**config.mk**
```make
export PLATFORM = sky130hd
export DESIGN_NAME = windowed_range_validator
export DESIGN_NICKNAME = d
export VERILOG_FILES = /design/src/sv/wrv_pkg.sv /design/src/sv/windowed_range_validator.sv
export SDC_FILE = /design/constraint.sdc
export NUM_CORES = 1
export LEC_CHECK = 0
export ABC_AREA = 1
export BUFFER_PORTS_ARGS = -buffer_cell sky130_fd_sc_hd__buf_2
export CELL_PAD_IN_SITES_DETAIL_PLACEMENT = 1
export CELL_PAD_IN_SITES_GLOBAL_PLACEMENT = 2
export CORE_MARGIN = 4
export CORE_UTILIZATION = 35
export DETAILED_ROUTE_END_ITERATION = 6
export GPL_ROUTABILITY_DRIVEN = 0
export PLACE_DENSITY = 0.77
export SYNTH_ARGS = -nofsm -noshare
export SYNTH_HDL_FRONTEND = slang
export SYNTH_SLANG_ARGS = --single-unit
```
**constraint.sdc**
```tcl
create_clock -name clk -period 4.75 [get_ports clk]
set_input_delay 0.95 -clock clk [delete_from_list [all_inputs] [get_ports clk]]
set_output_delay 0.95 -clock clk [all_outputs]
set_load 0.01 [all_outputs]
```
**src/sv/wrv_pkg.sv**
```systemverilog
// shared widths, register indexes and reset values for the windowed range validator
package wrv_pkg;

    localparam int LEN_REG_W = 6;
    localparam int REG_W     = 20;
    localparam int OUT_W     = 20;
    localparam int CFG_IDX_W = 2;

    localparam logic [CFG_IDX_W-1:0] CFG_WINDOW_LENGTH = 2'd0;
    localparam logic [CFG_IDX_W-1:0] CFG_RANGE_LOW     = 2'd1;
    localparam logic [CFG_IDX_W-1:0] CFG_RANGE_HIGH    = 2'd2;
    localparam logic [CFG_IDX_W-1:0] CFG_SPREAD_LIMIT  = 2'd3;

    localparam logic [LEN_REG_W-1:0] RST_WINDOW_LENGTH = 6'd10;
    localparam logic [REG_W-1:0]     RST_RANGE_LOW     = 20'd1600;
    localparam logic [REG_W-1:0]     RST_RANGE_HIGH    = 20'd9600;
    localparam logic [REG_W-1:0]     RST_SPREAD_LIMIT  = 20'd160;

endpackage

```
**src/sv/windowed_range_validator.sv**
```systemverilog
// windowed range validator: block average of distance samples with spread and range check
//
// Samples are summed, with running minimum and maximum, over non-overlapping windows of
// window_length samples (zero counts as one, values above MAX_WINDOW count as MAX_WINDOW).
// A sample that does not close a window leaves the block idle, so such samples may arrive
// back to back. A sample that closes a window drops in_ready until the block is idle again:
// the mean comes from a restoring divider that retires one quotient bit per cycle over SUM_W
// = SAMPLE_BITS + clog2(MAX_WINDOW+1) bits, followed by a state for the deviation and range
// compare (S_DEV) and one for the spread compare (S_EMIT). If an
// accepted mean finds the previous result still unread in the output register, the block
// holds in that last step until it is taken. An accepted mean is emitted only when the
// largest deviation from it is within spread_limit and it lies in [range_low, range_high];
// the window restarts either way. Register writes take effect at once and do not clear the
// window.
module windowed_range_validator #(
    parameter int MAX_WINDOW  = 32,
    parameter int SAMPLE_BITS = 20
) (
    input  logic                            clk,
    input  logic                            rst_n,
    input  logic                            in_valid,
    output logic                            in_ready,
    input  logic [SAMPLE_BITS-1:0]          sample,
    output logic                            out_valid,
    input  logic                            out_ready,
    output logic [wrv_pkg::OUT_W-1:0]       mean_distance,
    input  logic                            cfg_we,
    input  logic [wrv_pkg::CFG_IDX_W-1:0]   cfg_index,
    input  logic [wrv_pkg::REG_W-1:0]       cfg_data
);

    localparam int CNT_W  = $clog2(MAX_WINDOW + 1);
    localparam int SUM_W  = SAMPLE_BITS + CNT_W;
    localparam int CMP_W  = (SUM_W > wrv_pkg::REG_W) ? SUM_W : wrv_pkg::REG_W;
    localparam int LEN_W  = (CNT_W > wrv_pkg::LEN_REG_W) ? CNT_W : wrv_pkg::LEN_REG_W;
    localparam int ITER_W = $clog2(SUM_W + 1);

    localparam logic [1:0] S_IDLE = 2'd0;
    localparam logic [1:0] S_DIV  = 2'd1;
    localparam logic [1:0] S_DEV  = 2'd2;
    localparam logic [1:0] S_EMIT = 2'd3;

    logic [wrv_pkg::LEN_REG_W-1:0] window_length_reg;
    logic [wrv_pkg::REG_W-1:0]     range_low_reg;
    logic [wrv_pkg::REG_W-1:0]     range_high_reg;
    logic [wrv_pkg::REG_W-1:0]     spread_limit_reg;

    logic [1:0]             state_reg, state_next;
    logic [CNT_W-1:0]       fill_reg, fill_next;
    logic [SUM_W-1:0]       sum_reg, sum_next;
    logic [SAMPLE_BITS-1:0] min_reg, min_next;
    logic [SAMPLE_BITS-1:0] max_reg, max_next;
    logic [SUM_W-1:0]       dq_reg, dq_next;
    logic [CNT_W-1:0]       rem_reg, rem_next;
    logic [CNT_W-1:0]       div_reg, div_next;
    logic [ITER_W-1:0]      iter_reg, iter_next;
    logic [CMP_W-1:0]       dev_reg, dev_next;
    logic                   range_ok_reg, range_ok_next;
    logic                   out_valid_reg, out_valid_next;
    logic [wrv_pkg::OUT_W-1:0] out_data_reg, out_data_next;

    logic [LEN_W-1:0]       wl_ext, n_ext;
    logic [CNT_W-1:0]       n_eff;
    logic                   in_fire;
    logic [SUM_W-1:0]       sum_acc;
    logic [SAMPLE_BITS-1:0] min_acc, max_acc;
    logic [CNT_W-1:0]       fill_acc;
    logic [CNT_W:0]         trial, diff;
    logic                   ge;
    logic [CMP_W-1:0]       mean_c, max_c, min_c, dev_hi, dev_lo;
    logic                   ok, out_free;

    assign in_ready      = (state_reg == S_IDLE);
    assign in_fire       = in_valid && in_ready;
    assign out_valid     = out_valid_reg;
    assign mean_distance = out_data_reg;

    // effective window length
    always_comb
    begin
        wl_ext = LEN_W'(window_length_reg);
        if (wl_ext == '0)
        begin
            n_ext = LEN_W'(1);
        end
        else if (wl_ext > LEN_W'(MAX_WINDOW))
        begin
            n_ext = LEN_W'(MAX_WINDOW);
        end
        else
        begin
            n_ext = wl_ext;
        end
        n_eff = n_ext[CNT_W-1:0];
    end

    always_comb
    begin
        sum_acc  = sum_reg + SUM_W'(sample);
        min_acc  = (sample < min_reg) ? sample : min_reg;
        max_acc  = (sample > max_reg) ? sample : max_reg;
        fill_acc = fill_reg + CNT_W'(1);

        trial = {rem_reg, dq_reg[SUM_W-1]};
        diff  = trial - {1'b0, div_reg};
        ge    = (trial >= {1'b0, div_reg});

        mean_c = CMP_W'(dq_reg);
        max_c  = CMP_W'(max_reg);
        min_c  = CMP_W'(min_reg);
        dev_hi = (max_c > mean_c) ? (max_c - mean_c) : '0;
        dev_lo = (mean_c > min_c) ? (mean_c - min_c) : '0;

        ok       = range_ok_reg && (dev_reg <= CMP_W'(spread_limit_reg));
        out_free = !out_valid_reg || out_ready;
    end

    always_comb
    begin
        state_next     = state_reg;
        fill_next      = fill_reg;
        sum_next       = sum_reg;
        min_next       = min_reg;
        max_next       = max_reg;
        dq_next        = dq_reg;
        rem_next       = rem_reg;
        div_next       = div_reg;
        iter_next      = iter_reg;
        dev_next       = dev_reg;
        range_ok_next  = range_ok_reg;
        out_valid_next = out_valid_reg;
        out_data_next  = out_data_reg;

        if (out_valid_reg && out_ready)
        begin
            out_valid_next = 1'b0;
        end

        case (state_reg)
            S_IDLE:
            begin
                if (in_fire)
                begin
                    sum_next  = sum_acc;
                    min_next  = min_acc;
                    max_next  = max_acc;
                    fill_next = fill_acc;
                    if (fill_acc >= n_eff)
                    begin
                        dq_next    = sum_acc;
                        rem_next   = '0;
                        div_next   = n_eff;
                        iter_next  = ITER_W'(SUM_W);
                        state_next = S_DIV;
                    end
                end
            end
            S_DIV:
            begin
                rem_next  = ge ? diff[CNT_W-1:0] : trial[CNT_W-1:0];
                dq_next   = {dq_reg[SUM_W-2:0], ge};
                iter_next = iter_reg - ITER_W'(1);
                if (iter_reg == ITER_W'(1))
                begin
                    state_next = S_DEV;
                end
            end
            S_DEV:
            begin
                dev_next      = (dev_hi > dev_lo) ? dev_hi : dev_lo;
                range_ok_next = (mean_c >= CMP_W'(range_low_reg)) &&
                                (mean_c <= CMP_W'(range_high_reg));
                state_next    = S_EMIT;
            end
            S_EMIT:
            begin
                if (!ok || out_free)
                begin
                    if (ok)
                    begin
                        out_valid_next = 1'b1;
                        out_data_next  = wrv_pkg::OUT_W'(dq_reg);
                    end
                    fill_next  = '0;
                    sum_next   = '0;
                    min_next   = '1;
                    max_next   = '0;
                    state_next = S_IDLE;
                end
            end
            default:
            begin
                state_next = S_IDLE;
            end
        endcase
    end

    // configuration registers
    always_ff @(posedge clk or negedge rst_n)
    begin
        if (!rst_n)
        begin
            window_length_reg <= wrv_pkg::RST_WINDOW_LENGTH;
            range_low_reg     <= wrv_pkg::RST_RANGE_LOW;
            range_high_reg    <= wrv_pkg::RST_RANGE_HIGH;
            spread_limit_reg  <= wrv_pkg::RST_SPREAD_LIMIT;
        end
        else if (cfg_we)
        begin
            case (cfg_index)
                wrv_pkg::CFG_WINDOW_LENGTH:
                begin
                    window_length_reg <= cfg_data[wrv_pkg::LEN_REG_W-1:0];
                end
                wrv_pkg::CFG_RANGE_LOW:
                begin
                    range_low_reg <= cfg_data;
                end
                wrv_pkg::CFG_RANGE_HIGH:
                begin
                    range_high_reg <= cfg_data;
                end
                wrv_pkg::CFG_SPREAD_LIMIT:
                begin
                    spread_limit_reg <= cfg_data;
                end
                default:
                begin
                end
            endcase
        end
    end

    // control and window state
    always_ff @(posedge clk or negedge rst_n)
    begin
        if (!rst_n)
        begin
            state_reg     <= S_IDLE;
            fill_reg      <= '0;
            sum_reg       <= '0;
            min_reg       <= '1;
            max_reg       <= '0;
            iter_reg      <= '0;
            out_valid_reg <= 1'b0;
        end
        else
        begin
            state_reg     <= state_next;
            fill_reg      <= fill_next;
            sum_reg       <= sum_next;
            min_reg       <= min_next;
            max_reg       <= max_next;
            iter_reg      <= iter_next;
            out_valid_reg <= out_valid_next;
        end
    end

    // datapath
    always_ff @(posedge clk)
    begin
        dq_reg       <= dq_next;
        rem_reg      <= rem_next;
        div_reg      <= div_next;
        dev_reg      <= dev_next;
        range_ok_reg <= range_ok_next;
        out_data_reg <= out_data_next;
    end

endmodule

```
# == Word level (Yosys, flattened, before mapping) ==
# Cells that the tools add are included.
# classes
n_addsub,6
n_lt_le_gt_ge,11
n_eq_ne,13
muxes,38
reduce_logical,24
# op_table
cell,n
$mux 26,7
$mux 20,6
$pmux 26 s2,2
$pmux 20 s2,2
$le 26x20->1,2
$mux 6,7
$add 26x20->26,1
$ge 26x20->1,1
$gt 20x26->1,1
$gt 26x20->1,1
$gt 26x26->1,1
$sub 20x26->26,1
$sub 26x20->26,1
$pmux 6 s2,2
$gt 20x20->1,1
$lt 20x20->1,1
$reduce_and 3->1,4
$reduce_and 4->1,3
$mux 5,2
$pmux 5 s2,1
$eq 2x2->1 const B,4
$mux 2,4
$ne 2x1->1 const B,4
$pmux 2 s4,1
17 further kinds,32
# totals
regBits,231
in_bits,47

# == Logic depth before layout (Yosys ltp) ==
# depth
ltp_word,7
mapped_depth,30

# == Worst setup path before layout ==
# No wires, ideal clock.
# synth_path
kind,reg2reg
from,reg dq_reg[0]
to,reg dev_reg[10] (data pin)
setup_time_ps,259
arrival_ps,3337
path_slack_ps,1154
path_stages_with_launch,29
synth_period_minus_slack_ps,3596
path_cell_list,edfxtp_1 > inv_1 > ha_1 > fa_1 > inv_1 > nand3_1 > nand2_2 > nand2_2 > nand2_4 > nand2_2 > nand2_2 > nand2_2 > inv_2 > o21bai_4 > inv_6 > buf_12 > nand2_4 > ha_1 > nand2_1 > nor2_1 > nand3_1 > nor4_1 > nand2_1 > nand2_1 > inv_1 > buf_4 > buf_2 > nand2_1 > o21ai_2
# synth_between
elab_chain_len,4
word_cells_on_any_way,8
classes_between,2 x add/sub; 3 x order compare; 3 x mux
# synth_lines
item,line,source
"start, declared",windowed_range_validator.sv:53,"logic [SUM_W-1:0] dq_reg, dq_next;"
"start signal, assigned",windowed_range_validator.sv:262,dq_reg <= dq_next;
$sub 20x26->26 (tied with other cells),windowed_range_validator.sv:111,dev_hi = (max_c > mean_c) ? (max_c - mean_c) : '0;
$mux 26 (on tied branches),"windowed_range_validator.sv:111, windowed_range_validator.sv:112",
$gt 26x26->1,windowed_range_validator.sv:170,dev_next = (dev_hi > dev_lo) ? dev_hi : dev_lo;
$mux 26 *,windowed_range_validator.sv:170,
"end signal, assigned",windowed_range_validator.sv:265,dev_reg <= dev_next;
"end, declared",windowed_range_validator.sv:57,"logic [CMP_W-1:0] dev_reg, dev_next;"
# Every way passes the cells marked *; elsewhere a longest branch is shown, timed or not.
# A chain may end at the register's enable or synchronous reset.

# == Worst setup path in the final report ==
# layout_path
from,reg dq_reg[0]
to,reg dev_reg[3] (data pin)
# Same word-level chain as after synthesis.

==> reports/metrics.csv <==
stage,metric,value,unit
timing,hold_viol_final,0,
final_layout,finalNetCount,2603,
power_and_ir_drop,leakagePower,9.659,nW
synthesis,syn_area_per_cell,7.630,um^2
routing,vias_per_cell,5.141,
synthesis,seq_area_frac_synth,35.91,%
synthesis,postSynthRegisterBits,231,
critical_path,crit_slowest_cell,sky130_fd_sc_hd__fa_1,
synthesis,synth_largest_type_area_fraction,16.55,%
die,io_pins,69,
global_routing,grtUsageTotal,22.68,%
critical_path,critPathLaunch,dq_reg[0]$_DFFE_PP_,
synthesis,ys_top_cells_by_area,"sky130_fd_sc_hd__dfrtp_1 (17%), sky130_fd_sc_hd__ha_1 (15%), sky130_fd_sc_hd__edfxtp_1 (15%)",
synthesis,number_of_library_cell_types_mapped_by_synthesis,55,
routing,vias,15600,
critical_path,r2r_path_end,dev_reg[3]$_DFFE_PP_,
critical_path,cp_data_arrival_time,4650,ps
critical_path,timing_worst_setup_path_type,flip-flop to flip-flop,
timing,achievable-frequency,229.9,MHz
routing,postRouteAntennaNets,0,
timing,timing.final.crit_share,91.58,%
power_and_ir_drop,vdd_drop_max,0.3500,mV
global_routing,groute.layer.met3.usage,2.061,%
place,port_buffers,68,
critical_path,reg2reg_depth,25,
critical_path,logic_depth_of_the_worst_path_buffers_included,25,
die,floorplan.initialDensity,35.45,%
place,place.detailed.hpwl,49430,um
final_layout,layout-drive-gt1-share,11.01,%
critical_path,crit_path_end_kind,flip-flop,
die,chipWidth,230.9,um
critical_path,timing.critical_path.fanout_max,27,
synthesis,synthFlopType,sky130_fd_sc_hd__dfrtp_1,
clock_tree,tritoncts_num_sinks,231,
timing,number_of_max_slew_violations_in_the_final_report,0,
synthesis,synthesis.yosys.warnings,0,
timing,relSlewSlack,21.53,%
synthesis,cell_area_after_technology_mapping,17390,um^2
global_routing,grt_use_met2,40.03,%
clock_tree,post_cts_resized,0,
power_and_ir_drop,pwr_density_cell,804.7,nW/um^2
timing,worst_clock_skew,13.26,ps
global_routing,antenna_found_initial,0,
synthesis,yosys.area.top_type,sky130_fd_sc_hd__dfrtp_1,
synthesis,number_of_enable_type_register_cells_in_the_synthesized_netlist,85,
routing,drt_first_iter_violations,659,
critical_path,r2r-start,dq_reg[0]$_DFFE_PP_,
die,die_area,53310,um^2
timing,fin_worst_hold_slack,337.0,ps
critical_path,worstSetupStartpointType,flip-flop,
critical_path,cp_data_required_time,5050,ps
timing,worst_pin_slew,1176,ps
global_routing,gr-total-overflow,0,
final_layout,layout-area-overhead-vs-synth,11.97,%
routing,wl,60870,um
timing,period_minus_slack,4350,ps
clock_tree,htree_levels,1,
clock_tree,cts-root-to-sink-buffers,3,
clock_tree,cts_made_buffers,29,
critical_path,cpPeakStageDelay,440,ps
final_layout,layout.cells.most_common_list,"sky130_fd_sc_hd__nand2_1 (636), sky130_fd_sc_hd__inv_1 (307), sky130_fd_sc_hd__ha_1 (204), sky130_fd_sc_hd__o21ai_0 (154), sky130_fd_sc_hd__a21oi_1 (139)",
clock_tree,clock_tree_from_tritoncts,yes,
critical_path,crit_path_frequent_cell,sky130_fd_sc_hd__nand2_2,
global_routing,use_met1,29.79,%
final_layout,final_common_cell,sky130_fd_sc_hd__nand2_1,
synthesis,asyncSetResetFlopFracSynth,63.20,%
routing,post_drt_wl_per_cell,20.06,um
die,fp.coreArea,49050,um^2
die,rows,81,
clock_tree,clk_latency,570,ps
global_routing,global_route.peak_usage_layer,met2,
final_layout,final_util,39.69,%
clock_tree,post-cts-setup-buffer-count,0,
critical_path,crit_end,dev_reg[3]$_DFFE_PP_,
timing,unrepaired_setup_endpoints_after_global_routing,no,
clock_tree,clk_transition_reported_paths,60,ps
clock_tree,postCtsHoldBufs,0,
critical_path,timing.critical_path.buf_inv,6,
clock_tree,cts.root.buffer_cell,sky130_fd_sc_hd__clkbuf_16,
synthesis,syn_inst,2279,
global_routing,grt_max_degree,63,
global_routing,grt_pass1_wl,94710,um
critical_path,worst_path_dominant_cell_family,simple AND/OR/NAND/NOR gates,
routing,route.detailed.drc,0,
timing,timing.final.setup_violations,0,
die,dieHeight,230.9,um
timing,final.setup.tns,0,ps
flow_run,maxCapViolCount,0,
power_and_ir_drop,p_total,15.67,mW
status,status,finished clean,
global_routing,grt_pass1_vias,16640,
critical_path,ff2ff_setup_slack,400,ps
routing,first_pass_iters,5,
final_layout,antenna-diode-count,0,
min_path,hold_path.class,input port to asynchronous set/reset pin,
routing by layer:
metal	vias up	wire length (um)
li1	7647	-
met1	7651	27800
met2	216	29600
met3	85	1635
met4	0	1837
met5	-	0
power by group:
| part | total [mW] | internal [mW] | switching (mW) | leakage, nW |
|---|---|---|---|---|
| Clock | 2.30 | 1.37 | 0.926 | 0.469 |
| Combinational | 9.64 | 3.10 | 6.54 | 6.60 |
| Sequential | 3.73 | 3.10 | 0.636 | 2.59 |
| Total | 15.7 | 7.57 | 8.10 | 9.66 |
synthesized netlist by cell type, types with 31 or more instances:
cell type / count
sky130_fd_sc_hd__inv_1: 307
sky130_fd_sc_hd__edfxtp_1: 85
sky130_fd_sc_hd__o21ai_0: 154
sky130_fd_sc_hd__nor2_1: 130
sky130_fd_sc_hd__nand2_1: 636
sky130_fd_sc_hd__a21oi_1: 139
sky130_fd_sc_hd__nand3_1: 130
sky130_fd_sc_hd__dfstp_2: 31
sky130_fd_sc_hd__nand4_1: 55
sky130_fd_sc_hd__dfrtp_1: 115
sky130_fd_sc_hd__clkbuf_1: 31
sky130_fd_sc_hd__ha_1: 204
layout make-up:
class	count	area (um^2)
fillers	6050	29580
clock buffers	44	874.6
well taps	664	830.8
inverters	312	1176
clock inverters	9	100.1
multi-input cells	1684	9719
flip-flops and latches	231	6245
repair buffers	90	524.3
logic make-up (layout without fill, tap and decap cells):
kind of cell	Yosys count	in the layout	share of synthesized area, %
xor+xnor	50	50	2.518
buf+inv	366	455	8.296
other cells	1	3	0.02157
compound gates	351	351	10.92
simple gates	1072	1072	27.19
flops	231	231	35.91
fa+ha+maj	208	208	15.14
stage by stage:
step                instance area, um^2  setup WS, ps  std cells
detailed placement                18500         443.2       2981
finish                            19470         400.0       3034
global route                      19470         67.57       3034
global placement                  18500         542.2       2981
CTS                               19470         420.9       3034
floorplan                         17400          1154       2281
how the worst min path moves through the flow:
stage / from / to / slack, ps / cells past startpoint
finish: rst_n / spread_limit_reg[4]$_DFFE_PN0P_ / 340 / 1
detailed placement: min_reg[9]$_DFFE_PN1P_ / min_reg[9]$_DFFE_PN1P_ / 450 / 2
global placement: min_reg[9]$_DFFE_PN1P_ / min_reg[9]$_DFFE_PN1P_ / 450 / 2
CTS: rst_n / range_low_reg[7]$_DFFE_PN0P_ / 330 / 1
floorplan: min_reg[10]$_DFFE_PN1P_ / min_reg[10]$_DFFE_PN1P_ / 440 / 2
global route: rst_n / range_low_reg[7]$_DFFE_PN0P_ / 360 / 1
No activity file was read; power rests on OpenSTA's default activity.
